<file path="src/rtl/gbcr_pkg.sv">
// ----------------------------------------------------------------------------
// gbcr_pkg
// Shared types and constants for the GF(2) boundary column reducer.
// ----------------------------------------------------------------------------
package gbcr_pkg;

	localparam int DATA_W = 64;
	localparam int LOW_W  = 6;
	localparam int IDX_OUT_W = 8;

	typedef enum logic [1:0] {
		ST_IDLE,
		ST_SCAN,
		ST_FINAL
	} gbcr_state_t;

	typedef struct packed {
		logic [IDX_OUT_W-1:0] index;
		logic                 empty;
		logic [LOW_W-1:0]     low;
		logic [DATA_W-1:0]    bits;
		logic                 over;
	} gbcr_res_t;

endpackage

</file>
<file path="src/rtl/gbcr_reduce.sv">
// ----------------------------------------------------------------------------
// gbcr_reduce
// Sequencer and datapath: streams the stored columns of the current matrix
// out of the store, XORs matching ones into the working column, then finds
// the low row, presents the result and writes it back unless the store is full.
// ----------------------------------------------------------------------------
module gbcr_reduce import gbcr_pkg::*; #(
	parameter int COLS = 256,
	parameter int ROWS = 64
) (
	input  logic                        clk,
	input  logic                        arst_n,
	input  logic                        in_valid,
	output logic                        in_ready,
	input  logic [ROWS-1:0]             in_bits,
	input  logic                        in_last,
	output logic                        wr_en,
	output logic [$clog2(COLS)-1:0]     wr_addr,
	output logic [ROWS+LOW_W:0]         wr_data,
	output logic                        rd_en,
	output logic [$clog2(COLS)-1:0]     rd_addr,
	input  logic [ROWS+LOW_W:0]         rd_data,
	output logic                        res_valid,
	input  logic                        res_ready,
	output gbcr_res_t                   res
);

	localparam int IDX_W  = $clog2(COLS);
	localparam int CNT_W  = $clog2(COLS + 1);
	localparam int RIDX_W = $clog2(ROWS);

	gbcr_state_t      state_q, state_d;
	logic [ROWS-1:0]  v_q, v_next;
	logic             last_q;
	logic [CNT_W-1:0] n_q, cnt_q, iss_q;
	logic             pend_q;

	logic             ent_ne, hit, over, empty, accept, done;
	logic [LOW_W-1:0] ent_low, low;
	logic [ROWS-1:0]  ent_bits;

	// binary search for the top set bit, six halving steps
	function automatic logic [LOW_W-1:0] top_row(input logic [DATA_W-1:0] x);
		logic [DATA_W-1:0] w;
		logic [LOW_W-1:0]  r;
		w = x;
		r = '0;
		for (int k = LOW_W - 1; k >= 0; k--) begin
			if ((w >> (1 << k)) != '0) begin
				r[k] = 1'b1;
				w    = w >> (1 << k);
			end
		end
		return r;
	endfunction

	assign ent_bits = rd_data[ROWS-1:0];
	assign ent_low  = rd_data[ROWS+LOW_W-1:ROWS];
	assign ent_ne   = rd_data[ROWS+LOW_W];
	assign hit      = pend_q && ent_ne && v_q[ent_low[RIDX_W-1:0]];
	assign v_next   = hit ? (v_q ^ ent_bits) : v_q;

	assign empty = (v_q == '0);
	assign low   = top_row(DATA_W'(v_q));
	assign over  = (n_q == CNT_W'(COLS));

	assign res.index = IDX_OUT_W'(n_q);
	assign res.empty = empty;
	assign res.low   = low;
	assign res.bits  = DATA_W'(v_q);
	assign res.over  = over;

	assign wr_addr = n_q[IDX_W-1:0];
	assign wr_data = {~empty, low, v_q};
	assign rd_addr = iss_q[IDX_W-1:0];

	always_comb begin
		state_d   = state_q;
		in_ready  = 1'b0;
		rd_en     = 1'b0;
		res_valid = 1'b0;
		wr_en     = 1'b0;
		accept    = 1'b0;
		done      = 1'b0;
		unique case (state_q)
			ST_IDLE: begin
				in_ready = 1'b1;
				if (in_valid) begin
					accept  = 1'b1;
					state_d = (cnt_q == '0) ? ST_FINAL : ST_SCAN;
				end
			end
			ST_SCAN: begin
				rd_en = (iss_q != n_q);
				if (iss_q == n_q && pend_q) begin
					state_d = ST_FINAL;
				end
			end
			ST_FINAL: begin
				res_valid = 1'b1;
				if (res_ready) begin
					done    = 1'b1;
					wr_en   = ~over;
					state_d = ST_IDLE;
				end
			end
			default: state_d = ST_IDLE;
		endcase
	end

	always_ff @(posedge clk or negedge arst_n) begin
		if (!arst_n) begin
			state_q <= ST_IDLE;
			cnt_q   <= '0;
			iss_q   <= '0;
			pend_q  <= 1'b0;
		end else begin
			state_q <= state_d;
			pend_q  <= rd_en;
			if (accept) begin
				iss_q <= '0;
			end else if (rd_en) begin
				iss_q <= iss_q + 1'b1;
			end
			if (done) begin
				if (last_q) begin
					cnt_q <= '0;
				end else if (!over) begin
					cnt_q <= n_q + 1'b1;
				end
			end
		end
	end

	always_ff @(posedge clk) begin
		if (accept) begin
			v_q    <= in_bits;
			last_q <= in_last;
			n_q    <= cnt_q;
		end else if (state_q == ST_SCAN) begin
			v_q <= v_next;
		end
	end

endmodule

</file>
<file path="config.mk">
export PLATFORM = sky130hd
export DESIGN_NAME = gbcr_reduce
export DESIGN_NICKNAME = d
export VERILOG_FILES = /design/src/rtl/gbcr_pkg.sv /design/src/rtl/gbcr_reduce.sv
export SDC_FILE = /design/constraint.sdc
export NUM_CORES = 1
export LEC_CHECK = 0
export BUFFER_PORTS_ARGS = -buffer_cell sky130_fd_sc_hd__buf_2
export CORE_MARGIN = 2
export CORE_UTILIZATION = 48
export CTS_CLUSTER_DIAMETER = 40
export DETAILED_ROUTE_END_ITERATION = 16
export GPL_TIMING_DRIVEN = 0
export PLACE_DENSITY = 0.81
export SLEW_MARGIN = 20
export SYNTH_ARGS = -nofsm -noshare
export SYNTH_HDL_FRONTEND = slang
export SYNTH_SLANG_ARGS = --single-unit
export TNS_END_PERCENT = 5
</file>
<file path="constraint.sdc">
create_clock -name clk -period 4.67 [get_ports clk]
set_clock_uncertainty 0.15 [all_clocks]
set_input_delay 0.467 -clock clk [delete_from_list [all_inputs] [get_ports clk]]
set_output_delay 0.467 -clock clk [all_outputs]
set_load 0.02 [all_outputs]
</file>
==> flow_summary.yaml, run 1 <==
clock_network:
  clockBufferDepth: 2
  clkSlewWorstSetupHoldPaths_ns: 0.07
  cts_buffers: 9
  htreeDepth: 3
  clk-insertion-delay-late_ns: 0.35
  tritoncts: "built"
  clock-root-buffer: "clkbuf_16"
  cts.sinks: 95
  postcts_setup_bufs: 0
min_path:
  holdCritStartpoint: "in_last"
  worst_hold_path_type: "primary input to register"
  min_delay_path_depth: 1
  hold_path_end: "last_q"
drt:
  drt-wirelength-per-cell_um: 18.6
  vias_per_cell: 5.40
  count_of_antenna_violating_nets_left_after_detailed_routing: 0
  via_count: 6098
  drt_pass1_iterations: 5
  detail_route.iter0.violations: 504
  route.detailed.drc: 0
  wl_mm: 21.0
timing:
  fin_crit_ns: 4.33
  worst-slew-pin-transition_ns: 0.957
  maxSlewViolCount: 0
  hold_slack_ns: 0.136
  finish_stage_setup_viols: 0
  min_period_over_period_pct: 92.8
  rsz_0062_raised_after_global_routing: "no"
  hold_viol_final: 0
  max-slew-margin-rel_pct: 36.2
  fmaxAchievable_mhz: 231
logic_synthesis:
  synth-adder-area-share_pct: 0.575
  post_synthesis_cells: 626
  synthSimpleGateAreaFrac_pct: 11.6
  ys_seq_area_share_pct: 42.1
  synth_enable_flop_cells: 74
  synth_largest_type_area_fraction_pct: 34.0
  post_synth_instance_area_um2: 6530
  synthFlopType: "edfxtp_1"
  syn_nets: 769
  ys_top_cells_by_area: "edfxtp_1 (34%), buf_4 (11%), xnor2_1 (9.3%)"
  number_of_storage_elements_in_the_synthesis_netlist: 95
  netlist.top_cell.by_area: "edfxtp_1"
  synth_compound_area_share_pct: 12.6
  synthXorXnorAreaFrac_pct: 11.8
  synthMuxAreaShare_pct: 7.61
  synth-async-reset-ratio_pct: 22.1
  combinational_family_with_the_most_area_after_synthesis: "buffers and inverters"
  ys_types: 59
  postSynthAreaPerCell_um2: 10.4
  yosys_warnings: 0
finish:
  final.fill_count: 1100
  design.final.nets: 1090
  flow.area_growth_from_synthesis_pct: 32.4
  final_layout_size_suffix_gt1_share_pct: 48.9
die:
  placementRows: 42
  coreArea_um2: 13200
  fp.dieArea_um2: 14600
  floorplan.die.width_um: 121
  die_extent_in_y_um: 121
  starting_utilization_of_the_core_area_pct: 49.3
  io-pin-count: 311
setup_path:
  reg2regPathDepth: 6
  crit_type: "register to primary output"
  timing.critical_path.from_type: "register"
  worstPathRequired_ns: 4.05
  destination_of_the_worst_register_to_register_timing_path: "last_q"
  r2r-start: "state_q[1]"
  end_kind: "primary output"
  timing.critical_path.arrival_ns: 3.72
  critical_path_launch_point: "v_q[27]"
  critical_path_maximum_fanout: 10
  r2r_setup_slack_ns: 1.21
power_and_ir_drop:
  power.density_nw_per_um2: 595
  peakVddDrop_v: 0.000360
  report.power.total_mw: 5.14
  leakage_power_figure_nw: 3.81
global_route:
  via_count_of_the_first_global_routing_pass: 5719
  grt_start_max_net_pins: 41
  global_route_wire_length_before_repair_mm: 31.5
  grt_antenna_before_repair: 2
  grt_usage_pct: 28.7
  grt.overflow.total: 0
place:
  gp_congestion: 0.953
  buffers_added_on_ports: 308
  place.detailed.hpwl_mm: 16.7
flow_run:
  max_cap_viol_count: 0
outcome:
  run_status: "finished, final reports clean"
cell usage after synthesis, drive strengths merged, types with 4 or more instances:
cell / number
a221oi: 7
nor3: 6
or4: 6
and2: 4
nor4: 12
inv: 9
nor2: 23
xnor2: 69
edfxtp: 74
a41o: 4
dfrtp: 21
a221o: 5
nand2: 81
a21oi: 5
clkbuf: 21
xor2: 19
a21o: 5
nand3: 6
mux4: 21
buf: 103
a311oi: 5
o21ai: 74
how the worst max path moves through the flow:
stage | cells past startpoint | endpoint | slack, ns
4_1_cts | 11 | wr_data[65] | 0.33
6_report | 11 | wr_data[65] | 0.34
3_3_place_gp | 6 | v_q[16] | -0.27
2_1_floorplan | 6 | v_q[0] | 0.69
5_1_grt | 11 | wr_data[65] | 0.1
3_5_place_dp | 11 | wr_data[65] | 0.71
metal layers:
layer | up-vias | part of all wire, % | track usage [%]
li1 | 2823 | - | -
met1 | 2905 | 40 | 36.6
met2 | 327 | 50 | 48.8
met3 | 41 | 7.6 | 5.14
met4 | 2 | 2.2 | 10.3
met5 | - | 0.052 | 0
where the power goes:
group          switching [mW]  internal [mW]
clock                   0.333          0.399
combinational            1.41           1.12
sequential              0.528           1.35
total                    2.27           2.87
worst max-delay path: stages, from the launching register on:
cell,delay [ns]
edfxtp_1,0.52
nor4_1,0.42
nand4_1,0.29
a311oi_2,0.48
inv_2,0.18
o211ai_4,0.36
a21oi_2,0.06
nor4_2,0.30
inv_1,0.13
o21bai_1,0.32
buf_4,0.17
buf_2,0.15
timing repair:
item / 4_1_cts / 5_1_grt
hold endpoints to repair: 21 / 0
hold buffers: 1 / 0
gates resized for setup: 0 / 1
endpoints found under the setup margin: 0 / 1
metrics by stage:
| stage | TNS, ns | setup slack [ns] | instance area, µm² | cells | util [%] |
|---|---|---|---|---|---|
| 5_1_grt | 0 | 0.0991 | 8640 | 1129 | 65.3 |
| 6_report | 0 | 0.336 | 8640 | 1129 | 65.3 |
| 4_1_cts | 0 | 0.334 | 8630 | 1128 | 65.1 |
| 2_1_floorplan | 0 | 0.691 | 6530 | 626 | - |
| 3_5_place_dp | 0 | 0.706 | 8320 | 1111 | 62.8 |
| 3_3_place_gp | -16.81 | -0.268 | 8290 | 1110 | 62.6 |
state kept, by name (all words and copies together) (netlist names):
register / count
last_q: 1
n_q: 9
pend_q: 1
v_q: 64
iss_q: 9
state_q: 2
cnt_q: 9
placed cells by master (no fill, tap or decap), drive strengths merged, types with 3 or more instances in the layout:
cell type / n
a41o: 4
a311oi: 5
clkbuf: 31
nor4: 12
edfxtp: 74
nor3: 6
a221o: 5
o21bai: 3
and3: 3
xor2: 19
a31o: 3
nand3: 6
xnor2: 69
nor2: 23
nand4: 3
a41oi: 3
inv: 13
and2: 4
a21o: 5
a21oi: 5
buf: 412
ha: 3
mux4: 21
a221oi: 7
o21ai: 74
or2: 3
or4: 6
dfrtp: 21
nand2: 81
nor2b: 3
cell type report:
class	instances	area (µm²)	share of cell area, %
flip-flops and latches	95	2750	31.8
inverters	9	36.3	0.420
clock buffers	10	250	2.89
repair buffers	310	1570	18.2
clock inverters	6	45.0	0.521
well taps	176	220	2.55
plain buffers	124	856	9.90
multi-input cells	398	2920	33.7
diodes	1	2.50	0.0289
kinds of logic (layout without fill, tap and decap cells):
| kind of cell | count (synthesis) | count (layout) |
|---|---|---|
| AO/OA/AOI/OAI | 126 | 126 |
| XOR/XNOR | 88 | 88 |
| adder cells (fa/ha/maj) | 3 | 3 |
| buffers and inverters | 133 | 459 |
| flip-flops | 95 | 95 |
| multiplexers | 23 | 23 |
| other | 0 | 1 |
| AND/OR/NAND/NOR | 158 | 158 |
Note: power is estimated with default switching activity, not from simulation.
==> run 2: changes to the inputs <==
--- a/config.mk
+++ b/config.mk
@@ -12,6 +12,7 @@
 export DETAILED_ROUTE_END_ITERATION = 16
 export GPL_TIMING_DRIVEN = 0
 export PLACE_DENSITY = 0.81
+export RECOVER_POWER = 100
 export SLEW_MARGIN = 20
 export SYNTH_ARGS = -nofsm -noshare
 export SYNTH_HDL_FRONTEND = slang
==> flow_summary.yaml, run 2 (synthesized netlist as in run 1, its figures left out) <==
timing:
  finalSetupTns_ns: 0
  rsz_0062_raised_after_global_routing: "no"
  hold_viol_final: 0
  maxSlewViolCount: 0
  fmaxAchievable_mhz: 228
  max-slew-margin-rel_pct: 15.9
  min_period_over_period_pct: 93.8
  hold_slack_ns: 0.139
  finish_stage_setup_viols: 0
  worst-slew-pin-transition_ns: 1.25
  fin_crit_ns: 4.38
finish:
  most_frequent_cells_in_the_layout: "buf_2 (231), clkbuf_1 (100), clkbuf_4 (84)"
  final_common_cell: "buf_2"
  design.final.nets: 1090
  final.fill_count: 1151
  max_flop_register: "v_q"
  largest_reg_flops: 64
  flow.area_growth_from_synthesis_pct: 30.6
  final_area_um2: 8520
  final_layout_size_suffix_gt1_share_pct: 40.3
clock_network:
  clk-insertion-delay-late_ns: 0.35
  postcts_setup_bufs: 0
  htreeDepth: 3
  clockBufferDepth: 2
  clock-root-buffer: "clkbuf_16"
  clkSlewWorstSetupHoldPaths_ns: 0.07
  tritoncts: "built"
  cts.sinks: 95
  cts_buffers: 9
power_and_ir_drop:
  peakVddDrop_v: 0.000355
  power.density_nw_per_um2: 593
  report.power.total_mw: 5.06
  leakage_power_figure_nw: 3.56
setup_path:
  worstPathRequired_ns: 4.05
  destination_of_the_worst_register_to_register_timing_path: "v_q[6]"
  r2r-start: "state_q[1]"
  critical_path_maximum_fanout: 7
  end_kind: "primary output"
  critical_path_launch_point: "v_q[39]"
  crit_type: "register to primary output"
  reg2regPathDepth: 7
  timing.critical_path.arrival_ns: 3.76
  timing.critical_path.from_type: "register"
  r2r_setup_slack_ns: 0.70
min_path:
  holdCritStartpoint: "in_last"
  worst_hold_path_type: "primary input to register"
  min_delay_path_depth: 1
  hold_path_end: "last_q"
drt:
  drt-wirelength-per-cell_um: 18.7
  via_count: 6114
  wl_mm: 21.1
  route.detailed.drc: 0
  drt_pass1_iterations: 5
  vias_per_cell: 5.42
  detail_route.iter0.violations: 554
  count_of_antenna_violating_nets_left_after_detailed_routing: 0
die:
  fp.dieArea_um2: 14600
  placementRows: 42
  die_extent_in_y_um: 121
  coreArea_um2: 13200
  io-pin-count: 311
  starting_utilization_of_the_core_area_pct: 49.3
  floorplan.die.width_um: 121
place:
  place.detailed.hpwl_mm: 16.7
  gp_congestion: 0.953
  buffers_added_on_ports: 308
  placed_area_um2: 8320
global_route:
  grt_start_max_net_pins: 41
  global_route_wire_length_before_repair_mm: 31.5
  grt.overflow.total: 0
  grt_antenna_before_repair: 2
  grt_usage_pct: 28.7
  via_count_of_the_first_global_routing_pass: 5719
flow_run:
  max_cap_viol_count: 0
outcome:
  run_status: "finished, final reports clean"
-- run 2: cell types whose count changed in the layout (fill, tap and decap cells not counted), moves of 79 or more --
cell,change
buf_4,-84
clkbuf_1,+79
buf_2,-80
clkbuf_4,+84
-- run 2: metrics by stage --
stage / utilization, % / cells / worst slack, ns
3_5_place_dp: 62.8 / 1111 / 0.706
3_3_place_gp: 62.6 / 1110 / -0.268
5_1_grt: 64.4 / 1129 / 0.0701
6_report: 64.4 / 1129 / 0.288
2_1_floorplan: - / 626 / 0.691
4_1_cts: 65.1 / 1128 / 0.334
-- run 2: worst max-delay path, stage by stage, from the launching register on --
cell and delay [ns]:
edfxtp_1 0.51, or4_1 0.60, nor4_4 0.45, a311oi_2 0.23, inv_2 0.21, o221a_1 0.26
a21oi_2 0.07, nor4_2 0.30, inv_1 0.13, o21bai_1 0.33, buf_4 0.17, clkbuf_2 0.15
-- run 2: power by group --
group	switching [mW]	internal [mW]	total, mW
Sequential	0.526	1.35	1.88
Combinational	1.41	1.03	2.44
Clock	0.333	0.399	0.733
Total	2.27	2.79	5.06
-- run 2: cell type report --
class	count	area (µm²)	share of cell area [%]
Multi-Input combinational cell	398	2890	33.9
Timing Repair Buffer	310	1470	17.3
Tap cell	176	220	2.58
Antenna cell	1	2.50	0.0294
Clock buffer	10	250	2.94
Sequential cell	95	2750	32.2
Clock inverter	6	45.0	0.528
Inverter	9	36.3	0.426
Buffer	124	856	10.0
-- run 2: repair_timing --
action	4_1_cts	5_1_grt
hold buffers	1	0
endpoints found under the setup margin	0	1
hold endpoints to repair	21	0
resized for setup	0	1
-- run 2: routing by layer --
| layer | wire (µm) | vias to the layer above | global-route usage (%) | share of wire (%) |
|---|---|---|---|---|
| met5 | 11 | - | 0 | 0.052 |
| met4 | 377 | 2 | 10.3 | 1.8 |
| met3 | 1560 | 31 | 5.14 | 7.4 |
| met2 | 10700 | 328 | 48.8 | 51 |
| met1 | 8440 | 2939 | 36.6 | 40 |
| li1 | - | 2814 | - | - |
-- run 2: worst max path at each step --
stage / to / depth (start not counted) / slack [ns]
floorplan: v_q[0] / 6 / 0.69
global placement: v_q[16] / 6 / -0.27
detailed placement: wr_data[65] / 11 / 0.71
CTS: wr_data[65] / 11 / 0.33
global route: wr_data[64] / 10 / 0.07
finish: wr_data[65] / 11 / 0.29
==> run 3: changes to the inputs <==
--- a/config.mk
+++ b/config.mk
@@ -6,12 +6,14 @@
 export NUM_CORES = 1
 export LEC_CHECK = 0
 export BUFFER_PORTS_ARGS = -buffer_cell sky130_fd_sc_hd__buf_2
+export CELL_PAD_IN_SITES_DETAIL_PLACEMENT = 2
+export CELL_PAD_IN_SITES_GLOBAL_PLACEMENT = 2
 export CORE_MARGIN = 2
-export CORE_UTILIZATION = 48
+export CORE_UTILIZATION = 27
 export CTS_CLUSTER_DIAMETER = 40
 export DETAILED_ROUTE_END_ITERATION = 16
 export GPL_TIMING_DRIVEN = 0
-export PLACE_DENSITY = 0.81
+export PLACE_DENSITY = 0.79
 export RECOVER_POWER = 100
 export SLEW_MARGIN = 20
 export SYNTH_ARGS = -nofsm -noshare
==> flow_summary.yaml, run 3 (synthesized netlist as in run 1, its figures left out) <==
timing:
  fin_crit_ns: 4.38
  timing.final.ws_setup_ns: 0.286
  rsz_0062_raised_after_global_routing: "no"
  fmaxAchievable_mhz: 228
  maxSlewViolCount: 0
  min_period_over_period_pct: 93.9
  hold_slack_ns: 0.144
  max-slew-margin-rel_pct: 12.2
  finish_stage_setup_viols: 0
  worst-slew-pin-transition_ns: 1.32
  hold_viol_final: 0
clock_network:
  tritoncts: "built"
  clkSlewWorstSetupHoldPaths_ns: 0.07
  cts.sinks: 95
  cts_buffers: 9
  htreeDepth: 3
  clock-root-buffer: "clkbuf_16"
  clk-insertion-delay-late_ns: 0.36
  clockBufferDepth: 2
global_route:
  global_route_wire_length_before_repair_mm: 42.4
  grt_antenna_before_repair: 1
  grt_start_max_net_pins: 40
  grt.overflow.total: 0
  via_count_of_the_first_global_routing_pass: 6830
  grt_usage_pct: 21.7
power_and_ir_drop:
  leakage_power_figure_nw: 3.58
  power.density_nw_per_um2: 604
  peakVddDrop_v: 0.000219
  report.power.total_mw: 5.29
die:
  placementRows: 56
  fp.dieArea_um2: 25400
  coreArea_um2: 23600
  die_extent_in_y_um: 160
  starting_utilization_of_the_core_area_pct: 27.6
  floorplan.die.width_um: 160
  io-pin-count: 311
finish:
  final_area_um2: 8760
  most_frequent_cells_in_the_layout: "buf_2 (230), clkbuf_1 (101), clkbuf_4 (82)"
  flow.area_growth_from_synthesis_pct: 34.2
  design.final.nets: 1095
  largest_reg_flops: 64
  antennaDiodeCount: 0
  final_layout_size_suffix_gt1_share_pct: 40.9
  final_common_cell: "buf_2"
  max_flop_register: "v_q"
outcome:
  run_status: "finished, final reports clean"
drt:
  count_of_antenna_violating_nets_left_after_detailed_routing: 0
  drt-wirelength-per-cell_um: 21.7
  detail_route.iter0.violations: 330
  route.detailed.drc: 0
  via_count: 6274
  drt_pass1_iterations: 5
  wl_mm: 27.7
  vias_per_cell: 4.92
place:
  gp_congestion: 0.850
  place.detailed.hpwl_mm: 22.1
  placed_area_um2: 8500
  buffers_added_on_ports: 308
  placement.setup.worst_slack_ns: 0.471
setup_path:
  timing.critical_path.from_type: "register"
  timing.critical_path.arrival_ns: 3.77
  worstPathRequired_ns: 4.05
  end_kind: "primary output"
  reg2regPathDepth: 7
  critical_path_maximum_fanout: 10
  crit_type: "register to primary output"
min_path:
  min_delay_path_depth: 1
  worst_hold_path_type: "primary input to register"
flow_run:
  max_cap_viol_count: 0
==> run 3: cell count changes in the layout (fill, tap and decap cells not counted), sizes merged <==
cell    previous run  this run
buf              248       253
diode              1         0
clkinv             2         3
bufinv             0         1
clkbuf           195       196
inv               13        10
==> run 3: critical path: stages (launching register included) <==
cell and delay (ns):
edfxtp_1 0.53, or4_4 0.59, nor4_4 0.37, a311oi_2 0.22
clkbuf_2 0.23, a221o_1 0.34, nor4_2 0.26, inv_1 0.17
o21bai_1 0.37, buf_4 0.18, buf_2 0.15
==> run 3: what timing repair did <==
action	CTS	global route
gates resized for setup	0	5
endpoints found under the setup margin	0	3
hold buffers	1	0
setup buffers	0	5
hold endpoints to repair	21	0
==> run 3: path summary, 6_finish.rpt <==
kind,from,endpoint,slack (ns)
max,v_q[39],wr_data[65],0.29
min,in_last,last_q,0.14
max reg2reg,state_q[1],v_q[40],0.46
min reg2reg,cnt_q[0],n_q[0],0.33
max in group asynchronous,arst_n,cnt_q[3],2.83
min in group asynchronous,arst_n,iss_q[5],0.78
==> run 3: layer usage <==
layer  vias to the layer above  part of all wire (%)  global-route usage, %
met5                         -                 0.040                      0
met3                        34                   5.9                   4.22
met2                       274                    52                   39.1
met4                         2                   1.8                   5.70
met1                      3144                    40                   26.3
li1                       2820                     -                      -
==> run 3: metrics by stage <==
step / std cells / utilization (%) / setup TNS, ns
detailed placement: 1254 / 36.0 / 0
CTS: 1271 / 37.4 / 0
global placement: 1253 / 35.9 / -41.58
finish: 1276 / 37.1 / 0
global route: 1276 / 37.1 / 0
floorplan: 626 / - / 0
==> run 3: final cells by class <==
| class | instances | area, µm² |
|---|---|---|
| multi-input combinational | 398 | 2910 |
| buffer | 124 | 851 |
| sequential | 95 | 2750 |
| fill | 2759 | 14900 |
| timing repair buffer | 315 | 1500 |
| clock buffer | 11 | 253 |
| clock inverter | 5 | 65.1 |
| inverter | 9 | 36.3 |
| tap | 319 | 399 |
==> run 3: where the power goes <==
part / total, mW / leakage [nW] / internal, mW / switching (mW)
Clock: 0.808 / 0.156 / 0.450 / 0.358
Combinational: 2.57 / 2.45 / 1.05 / 1.52
Sequential: 1.92 / 0.978 / 1.35 / 0.564
